### config.mk
export PLATFORM = sky130hd
export DESIGN_NAME = http_content_length_body_extractor
export DESIGN_NICKNAME = d
export VERILOG_FILES = /design/src/rtl/hclbe_pkg.sv /design/src/rtl/http_content_length_body_extractor.sv
export SDC_FILE = /design/constraint.sdc
export NUM_CORES = 1
export LEC_CHECK = 0
export BUFFER_PORTS_ARGS = -buffer_cell sky130_fd_sc_hd__buf_2
export CAP_MARGIN = 20
export CORE_MARGIN = 5
export CORE_UTILIZATION = 30
export CTS_BUF_LIST = sky130_fd_sc_hd__clkbuf_16
export DETAILED_ROUTE_END_ITERATION = 12
export GPL_ROUTABILITY_DRIVEN = 0
export GPL_TIMING_DRIVEN = 0
export RECOVER_POWER = 100
export SYNTH_ARGS = -nofsm -noshare
export SYNTH_HDL_FRONTEND = slang
export SYNTH_SLANG_ARGS = --single-unit
### constraint.sdc
create_clock -name clock -period 6.59 [get_ports clock]
set_clock_uncertainty 0.05 [all_clocks]
set_input_delay 0 -clock clock [delete_from_list [all_inputs] [get_ports clock]]
set_output_delay 0 -clock clock [all_outputs]
set_load 0.01 [all_outputs]
### src/rtl/hclbe_pkg.sv
// Shared types, constants and the header field text for the Content-Length body extractor.
package hclbe_pkg;

   localparam int LENGTH_BITS = 24;
   localparam int MAX_VALUE_LINE_DEFAULT = 256;
   localparam int MATCH_TEXT_BYTES = 15;
   localparam int RSP_DEPTH = 4;
   localparam int RSP_PTR_BITS = $clog2(RSP_DEPTH);

   localparam logic [7:0] CHAR_LF = 8'h0A;
   localparam logic [7:0] CHAR_CR = 8'h0D;
   localparam logic [7:0] CHAR_SPACE = 8'h20;
   localparam logic [7:0] CHAR_TAB = 8'h09;
   localparam logic [7:0] CHAR_VT = 8'h0B;
   localparam logic [7:0] CHAR_FF = 8'h0C;
   localparam logic [7:0] CHAR_PLUS = 8'h2B;
   localparam logic [7:0] CHAR_MINUS = 8'h2D;
   localparam logic [7:0] CHAR_ZERO = 8'h30;
   localparam logic [7:0] CHAR_NINE = 8'h39;
   localparam logic [23:0] BLANK_LINE_HEAD = 24'h0D0A0D;

   localparam logic KIND_BODY = 1'b0;
   localparam logic KIND_REPORT = 1'b1;

   typedef struct packed {
      logic [7:0] data_byte;
      logic       message_end;
   } req_type;

   typedef struct packed {
      logic                   kind;
      logic [7:0]             body_byte;
      logic                   body_last;
      logic [LENGTH_BITS-1:0] parsed_length;
      logic                   length_found;
      logic                   truncated;
   } rsp_type;

   // Characters of "Content-Length:" by position.
   function automatic logic [7:0] field_char(input logic [3:0] pos);
      logic [7:0] ch;
      unique case (pos)
         4'd0: ch = 8'h43;
         4'd1: ch = 8'h6F;
         4'd2: ch = 8'h6E;
         4'd3: ch = 8'h74;
         4'd4: ch = 8'h65;
         4'd5: ch = 8'h6E;
         4'd6: ch = 8'h74;
         4'd7: ch = 8'h2D;
         4'd8: ch = 8'h4C;
         4'd9: ch = 8'h65;
         4'd10: ch = 8'h6E;
         4'd11: ch = 8'h67;
         4'd12: ch = 8'h74;
         4'd13: ch = 8'h68;
         4'd14: ch = 8'h3A;
         default: ch = 8'h00;
      endcase
      return ch;
   endfunction

endpackage

### src/rtl/http_content_length_body_extractor.sv
// Top level of the Content-Length body extractor: header scan, length parse and body output.
//
//   Channel | Direction | Handshake            | Payload
//   req     | in        | req_valid/req_ready  | req_data (req_type)
//   rsp     | out       | rsp_valid/rsp_ready  | rsp_data (rsp_type)
//
// One message byte is taken per cycle; the parser state updates at the edge that accepts it.
// Each request yields up to two results, which enter a four-entry result queue and leave one
// per cycle while rsp_ready is high; a request with a body byte and a report takes two entries.
// Requests are taken while the queue has room for two results.
// Reset is synchronous and returns the parser to the start of a message with the queue empty.
module http_content_length_body_extractor
   import hclbe_pkg::*;
#(
   parameter int MAX_VALUE_LINE = MAX_VALUE_LINE_DEFAULT
) (
   input  logic    clock,
   input  logic    reset,
   input  logic    req_valid,
   output logic    req_ready,
   input  req_type req_data,
   output logic    rsp_valid,
   input  logic    rsp_ready,
   output rsp_type rsp_data
);

   localparam int COUNT_BITS = $clog2(MAX_VALUE_LINE + 2);
   localparam int WIDE_BITS = LENGTH_BITS + 4;
   localparam logic [LENGTH_BITS-1:0] LEN_MAX = {LENGTH_BITS{1'b1}};

   typedef enum logic [1:0] {
      SCAN_SEARCH,
      SCAN_VALUE,
      SCAN_FOUND,
      SCAN_NONE
   } scan_type;

   typedef enum logic [1:0] {
      NUM_BLANKS,
      NUM_DIGITS,
      NUM_STOPPED
   } num_type;

   logic [3:0]             match_position_ff, match_position_in;
   scan_type               scan_phase_ff, scan_phase_in;
   logic [COUNT_BITS-1:0]  value_char_count_ff, value_char_count_in;
   num_type                number_phase_ff, number_phase_in;
   logic                   negative_sign_ff, negative_sign_in;
   logic [LENGTH_BITS-1:0] length_acc_ff, length_acc_in;
   logic [23:0]            recent_bytes_ff, recent_bytes_in;
   logic                   in_body_ff, in_body_in;
   logic [LENGTH_BITS-1:0] body_remaining_ff, body_remaining_in;

   rsp_type                   rsp_queue_ff [RSP_DEPTH];
   logic [RSP_PTR_BITS-1:0]   wr_ptr_ff, wr_ptr_in;
   logic [RSP_PTR_BITS-1:0]   rd_ptr_ff, rd_ptr_in;
   logic [RSP_PTR_BITS:0]     count_ff, count_in;

   logic                   accept;
   logic                   pop;
   logic [7:0]             ch;
   logic                   is_digit;
   logic [WIDE_BITS-1:0]   acc_wide;
   logic [LENGTH_BITS-1:0] acc_next_digit;
   logic [3:0]             match_step;
   logic                   body_out;
   logic                   body_last;
   logic                   found;
   logic                   trunc;
   rsp_type                body_rsp;
   rsp_type                report_rsp;
   logic                   push0;
   logic                   push1;
   rsp_type                push0_data;

   assign accept = req_valid && req_ready;
   assign pop = rsp_valid && rsp_ready;
   assign ch = req_data.data_byte;
   assign is_digit = (ch >= CHAR_ZERO) && (ch <= CHAR_NINE);

   assign acc_wide = WIDE_BITS'({length_acc_ff, 3'b000}) + WIDE_BITS'({length_acc_ff, 1'b0})
                     + WIDE_BITS'(ch - CHAR_ZERO);
   assign acc_next_digit = (acc_wide > WIDE_BITS'(LEN_MAX)) ? LEN_MAX
                                                            : acc_wide[LENGTH_BITS-1:0];

   assign match_step = ((match_position_ff != 4'(MATCH_TEXT_BYTES))
                        && (ch == field_char(match_position_ff)))
                       ? match_position_ff + 4'd1
                       : ((ch == field_char(4'd0)) ? 4'd1 : 4'd0);

   always_comb begin
      match_position_in = match_position_ff;
      scan_phase_in = scan_phase_ff;
      value_char_count_in = value_char_count_ff;
      number_phase_in = number_phase_ff;
      negative_sign_in = negative_sign_ff;
      length_acc_in = length_acc_ff;
      recent_bytes_in = recent_bytes_ff;
      in_body_in = in_body_ff;
      body_remaining_in = body_remaining_ff;
      body_out = 1'b0;
      body_last = 1'b0;

      if (in_body_ff) begin
         if (body_remaining_ff != '0) begin
            body_remaining_in = body_remaining_ff - LENGTH_BITS'(1);
            body_out = 1'b1;
            body_last = (body_remaining_ff == LENGTH_BITS'(1));
         end
      end else begin
         unique case (scan_phase_ff)
            SCAN_SEARCH: begin
               if (match_step == 4'(MATCH_TEXT_BYTES)) begin
                  match_position_in = 4'd0;
                  scan_phase_in = SCAN_VALUE;
                  value_char_count_in = '0;
                  number_phase_in = NUM_BLANKS;
                  negative_sign_in = 1'b0;
                  length_acc_in = '0;
               end else begin
                  match_position_in = match_step;
               end
            end
            SCAN_VALUE: begin
               if ((ch == CHAR_LF) || (ch == CHAR_CR)) begin
                  if ((value_char_count_ff > COUNT_BITS'(MAX_VALUE_LINE))
                      || negative_sign_ff || (length_acc_ff == '0)) begin
                     scan_phase_in = SCAN_NONE;
                     length_acc_in = '0;
                  end else begin
                     scan_phase_in = SCAN_FOUND;
                  end
               end else begin
                  if (value_char_count_ff <= COUNT_BITS'(MAX_VALUE_LINE)) begin
                     value_char_count_in = value_char_count_ff + COUNT_BITS'(1);
                  end
                  unique case (number_phase_ff)
                     NUM_BLANKS: begin
                        if ((ch == CHAR_SPACE) || (ch == CHAR_TAB) || (ch == CHAR_VT)
                            || (ch == CHAR_FF)) begin
                           number_phase_in = NUM_BLANKS;
                        end else if ((ch == CHAR_PLUS) || (ch == CHAR_MINUS)) begin
                           negative_sign_in = (ch == CHAR_MINUS);
                           number_phase_in = NUM_DIGITS;
                        end else if (is_digit) begin
                           number_phase_in = NUM_DIGITS;
                           length_acc_in = acc_next_digit;
                        end else begin
                           number_phase_in = NUM_STOPPED;
                        end
                     end
                     NUM_DIGITS: begin
                        if (is_digit) begin
                           length_acc_in = acc_next_digit;
                        end else begin
                           number_phase_in = NUM_STOPPED;
                        end
                     end
                     default: begin
                        number_phase_in = number_phase_ff;
                     end
                  endcase
               end
            end
            default: begin
               scan_phase_in = scan_phase_ff;
            end
         endcase
         if ((recent_bytes_ff == BLANK_LINE_HEAD) && (ch == CHAR_LF)) begin
            in_body_in = 1'b1;
            body_remaining_in = (scan_phase_in == SCAN_FOUND) ? length_acc_in : '0;
         end
         recent_bytes_in = {recent_bytes_ff[15:0], ch};
      end

      found = (scan_phase_in == SCAN_FOUND);
      trunc = found && (!in_body_in || (body_remaining_in != '0));

      body_rsp = '0;
      body_rsp.kind = KIND_BODY;
      body_rsp.body_byte = ch;
      body_rsp.body_last = body_last;

      report_rsp = '0;
      report_rsp.kind = KIND_REPORT;
      report_rsp.parsed_length = found ? length_acc_in : '0;
      report_rsp.length_found = found;
      report_rsp.truncated = trunc;

      if (req_data.message_end) begin
         match_position_in = 4'd0;
         scan_phase_in = SCAN_SEARCH;
         value_char_count_in = '0;
         number_phase_in = NUM_BLANKS;
         negative_sign_in = 1'b0;
         length_acc_in = '0;
         recent_bytes_in = '0;
         in_body_in = 1'b0;
         body_remaining_in = '0;
      end
   end

   assign push0 = accept && (body_out || req_data.message_end);
   assign push1 = accept && body_out && req_data.message_end;
   assign push0_data = body_out ? body_rsp : report_rsp;

   always_comb begin
      wr_ptr_in = wr_ptr_ff + RSP_PTR_BITS'(push0) + RSP_PTR_BITS'(push1);
      rd_ptr_in = rd_ptr_ff + RSP_PTR_BITS'(pop);
      count_in = count_ff + (RSP_PTR_BITS + 1)'(push0) + (RSP_PTR_BITS + 1)'(push1)
                 - (RSP_PTR_BITS + 1)'(pop);
   end

   assign req_ready = (count_ff <= (RSP_PTR_BITS + 1)'(RSP_DEPTH - 2));
   assign rsp_valid = (count_ff != '0);
   assign rsp_data = rsp_queue_ff[rd_ptr_ff];

   always_ff @(posedge clock) begin
      if (reset) begin
         match_position_ff <= 4'd0;
         scan_phase_ff <= SCAN_SEARCH;
         value_char_count_ff <= '0;
         number_phase_ff <= NUM_BLANKS;
         negative_sign_ff <= 1'b0;
         length_acc_ff <= '0;
         recent_bytes_ff <= '0;
         in_body_ff <= 1'b0;
         body_remaining_ff <= '0;
         wr_ptr_ff <= '0;
         rd_ptr_ff <= '0;
         count_ff <= '0;
      end else begin
         if (accept) begin
            match_position_ff <= match_position_in;
            scan_phase_ff <= scan_phase_in;
            value_char_count_ff <= value_char_count_in;
            number_phase_ff <= number_phase_in;
            negative_sign_ff <= negative_sign_in;
            length_acc_ff <= length_acc_in;
            recent_bytes_ff <= recent_bytes_in;
            in_body_ff <= in_body_in;
            body_remaining_ff <= body_remaining_in;
         end
         wr_ptr_ff <= wr_ptr_in;
         rd_ptr_ff <= rd_ptr_in;
         count_ff <= count_in;
      end
      if (push0) begin
         rsp_queue_ff[wr_ptr_ff] <= push0_data;
      end
      if (push1) begin
         rsp_queue_ff[wr_ptr_ff + RSP_PTR_BITS'(1)] <= report_rsp;
      end
   end

   // The result queue never holds more entries than it has.
   assert property (@(posedge clock) disable iff (reset)
      count_ff <= (RSP_PTR_BITS + 1)'(RSP_DEPTH))
      else $error("result queue overflow");

   // A request that ends the message leaves the parser at the start of a new message.
   assert property (@(posedge clock) disable iff (reset)
      accept && req_data.message_end |=>
         (scan_phase_ff == SCAN_SEARCH) && !in_body_ff && (body_remaining_ff == '0))
      else $error("parser not cleared after message end");

   // Body bytes are only counted down once the blank line has been seen.
   assert property (@(posedge clock) disable iff (reset)
      (body_remaining_ff != '0) |-> in_body_ff)
      else $error("body count outside the body");

   // The value line always closes before the blank line can start the body.
   assert property (@(posedge clock) disable iff (reset)
      (scan_phase_ff == SCAN_VALUE) |-> !in_body_ff)
      else $error("value line open inside the body");

   // The field matcher never rests on a completed match.
   assert property (@(posedge clock) disable iff (reset)
      match_position_ff < 4'(MATCH_TEXT_BYTES))
      else $error("field match position out of range");

endmodule
==> impl_metrics.toml <==
[floorplan]
die_span_x_um = 229
rows = 80
floorplan.core_area_sq_um = 47600
design.die.area_sq_um = 52500
initial_utilization_pct = 30.2
dieHeight_um = 229
ports = 51

[yosys]
postSynthCellCount = 1541
synth_top_cell_area_share_pct = 21.7
postSynthAreaPerCell_sq_um = 9.34
synth.ff_latch_count = 249
postSynth.asyncResetShare_pct = 0
synth_enable_flop_cells = 104
synth.net_count = 1626
dominantRegCellSynth = "dfxtp_1"
synthDominantAreaCellType = "edfxtp_1"
post_synth_instance_area_sq_um = 14400
ys_warn_count = 0
post_synth_main_area_contributors = "edfxtp_1 22%, dfxtp_1 20%, nor2_1 5.8%, mux4_2 5.6%, a21oi_1 5.0%"
yosysSeqAreaShare_pct = 41.9
ys_types = 89

[job]
maxcap_violations = 5

[routing]
via_count = 12500
drt_iter0_markers = 1181
detail_route.first_pass.iterations = 6
avgViaCountPerCell = 5.55
route.final.wire_length_um = 44900
routed_wire_length_per_instance_um = 19.9
route.antenna.remaining_nets = 0
drc = 0

[finish]
final_core_utilization_pct = 34.2
finish.net_count = 1708
layout-area-overhead-vs-synth_pct = 13.2
stdcell_count = 2258
num_antenna_cells = 0
final_layout_size_suffix_gt1_share_pct = 7.73

[critical_path]
cp-start-kind = "flip-flop"
timing.rr.end = "rsp_queue_ff[2][13]$_DFFE_PP_"
critical_setup_path_kind = "flip-flop to flip-flop"
timing.rr.start = "length_acc_ff[7]$_SDFFE_PP0P_"
critical_path_peak_fanout = 10
worst_ep_arrival_time_ns = 5.95
worst_setup_path_end_kind = "flip-flop"
path_cells = "fa_1 -> ha_1 -> a21oi_1 -> o21ai_0 -> a221oi_1 -> nand3_1 -> a31oi_1 -> xnor2_1 -> nor4_1 -> buf_2 -> nand2_1 -> a22oi_1 -> nor2_1"
timing.critical_path.from = "length_acc_ff[7]$_SDFFE_PP0P_"
critical_path.max_stage_delay_ns = 1.37
worst-r2r-cell-count = 13
worst_setup_slack_for_register_to_register_paths_ns = 0.85
endpoint_required_time_on_the_critical_path_ns = 6.80
worst_path_max_delay_cell = "nor4_1"

[min_path]
min_delay_path_depth = 4
min_from = "req_data[5]"
whs_endpoint = "rsp_queue_ff[2][31]$_SDFFE_PP0P_"
class_of_the_tightest_hold_or_removal_check = "input pin to flip-flop"

[placement]
portBuffers = 48
place.detailed.hpwl_um = 33100
dp.cells = 2206
dp_slack_ns = 0.839

[clock_network]
cts_max_level = 1
cts-buffers-inserted = 26
root_buffer_cell = "clkbuf_16"
tritoncts_clock_tree = "yes"
clockBufferDepth = 3
cts.reportedPaths.clkPinSlew_ns = 0.07
numClockSinks = 249
clkLatencyLatePin_ns = 0.55

[global_routing]
grt_first_pass_wirelength_um = 70300
gr_ovfl_total = 0
first_global_vias = 12100
grt_util_all_layers_pct = 16.5
grt_max_degree = 27
antenna_violations_before_repair = 0

[timing]
timing.final.max_slew_violations = 115
final_critical_path_setup_slack_ns = 0.846
grt_setup_unrepaired = "false"
fin_crit_ns = 5.74
worstMarginPinSlew_ns = 2.22
max-slew-margin-rel_pct = -47.7
achievable-frequency_mhz = 174
setup_viol = 0
finalHoldViolCount = 0
layout_worst_path_cycle_share_pct = 87.2

[outcome]
outcome = "complete, but fails checks"
violations = "max-capacitance violations, max-slew violations"

[power]
power_per_cell_area_nw_per_um2 = 246
worst_ir_drop_vdd_mv = 0.126
static-leakage-power_nw = 5.68
## report_power, final
| group | internal [W] | switching, W | leakage [nW] |
|---|---|---|---|
| Clock | 0.000975 | 0.000620 | 0.466 |
| Combinational | 0.000264 | 0.000465 | 3.04 |
| Sequential | 0.00166 | 0.0000309 | 2.17 |
## critical path: cells and delay by family (launching register included)
kind	cells	cell delay, ns
flops	1	0.71
compound gates	5	1.43
fa+ha+maj	2	0.89
xor+xnor	1	0.12
buf+inv	1	0.45
simple gates	4	1.81
## cell usage after synthesis (6+ instances only)
cell type and instances:
nor3b_1 6, nand2_1 142, xnor2_1 26, nand2b_1 14, and2_1 9, o21ai_0 58, inv_1 40, a31oi_1 13
buf_2 12, nor3_1 34, or2_2 10, a211oi_1 9, a221oi_1 6, o22ai_1 8, a21oi_1 145, mux4_2 36
edfxtp_1 104, or3_1 8, nor2_1 223, buf_1 8, a21o_1 13, o311a_1 6, xor2_1 21, a22oi_1 41
o21ai_1 7, a211o_1 6, nand4_1 14, clkbuf_1 66, ha_1 46, o21a_1 8, nor2b_1 21, o211ai_1 14
dfxtp_1 145, nand3_1 60, fa_1 26, nor4_1 17, and3_1 11
## registers in the layout, summed over array words and instances, names as in the netlist, named ones only
| signal | flops |
|---|---|
| length_acc_ff | 24 |
| scan_phase_ff | 2 |
| negative_sign_ff | 1 |
| match_position_ff | 4 |
| wr_ptr_ff | 2 |
| recent_bytes_ff | 24 |
| rsp_queue_ff | 144 |
| value_char_count_ff | 9 |
| number_phase_ff | 2 |
| body_remaining_ff | 24 |
| in_body_ff | 1 |
| count_ff | 3 |
| rd_ptr_ff | 2 |
## cell type report
| class | instances | area [sq um] |
|---|---|---|
| repair buffers | 54 | 249 |
| fillers | 4891 | 31400 |
| flip-flops and latches | 249 | 6030 |
| well taps | 615 | 769 |
| clock buffers | 27 | 676 |
| inverters | 40 | 150 |
| multi-input cells | 1164 | 7820 |
| plain buffers | 88 | 350 |
| clock inverters | 21 | 249 |
## worst max path at each step
stage	to	slack, ns	cells past startpoint
final	rsp_queue_ff[2][13]$_DFFE_PP_	0.85	13
after global routing	rsp_queue_ff[0][13]$_DFFE_PP_	0.56	14
after CTS	rsp_queue_ff[1][2]$_DFFE_PP_	1.33	13
after detailed placement	rsp_queue_ff[1][2]$_DFFE_PP_	0.84	16
after global placement	rsp_queue_ff[0][2]$_DFFE_PP_	-0.04	15
after floorplan	rsp_queue_ff[1][23]$_DFFE_PP_	1.71	15
## routing by layer
| layer | vias to the layer above | track usage (%) | wire (um) |
|---|---|---|---|
| li1 | 5826 | - | - |
| met1 | 6143 | 21.8 | 19000 |
| met2 | 478 | 27.2 | 21200 |
| met3 | 87 | 2.68 | 3050 |
| met4 | 0 | 6.07 | 1660 |
| met5 | - | 0 | 0 |
## layout by cell type (no fill, tap or decap), types with 36 or more instances in the layout
| cell type | count |
|---|---|
| inv_1 | 44 |
| nor2_1 | 222 |
| nand3_1 | 60 |
| a22oi_1 | 41 |
| ha_1 | 46 |
| o21ai_0 | 67 |
| nand2_1 | 142 |
| mux4_2 | 36 |
| dfxtp_1 | 145 |
| a21oi_1 | 145 |
| edfxtp_1 | 104 |
| clkbuf_1 | 110 |
## per-stage QoR
stage / hold WS [ns] / cell area (sq um) / total power, W / TNS, ns
after floorplan: 0.168 / 14400 / 0.00221 / 0
after global placement: 0.390 / 15400 / 0.00247 / -0.117
after detailed placement: 0.396 / 15500 / 0.00249 / 0
after CTS: 0.0402 / 16400 / 0.00407 / 0
after global routing: 0.0930 / 16300 / 0.00417 / 0
final: 0.0701 / 16300 / 0.00402 / 0
## cells by family after synthesis
kind of cell	after synthesis	synth area share (%)
AND/OR/NAND/NOR	606	20.2
AO/OA/AOI/OAI	398	17.9
multiplexers	41	6.01
buffers and inverters	128	3.52
adder cells (fa/ha/maj)	72	7.61
flip-flops	249	41.9
XOR/XNOR	47	2.86
## timing repair
action / CTS / global route
hold buffers: 3 / 0
gates resized for setup: 0 / 0
setup buffers: 0 / 0
hold endpoints to repair: 6 / 0
endpoints found under the setup margin: 0 / 0
Note: power is estimated with default switching activity, not from simulation.
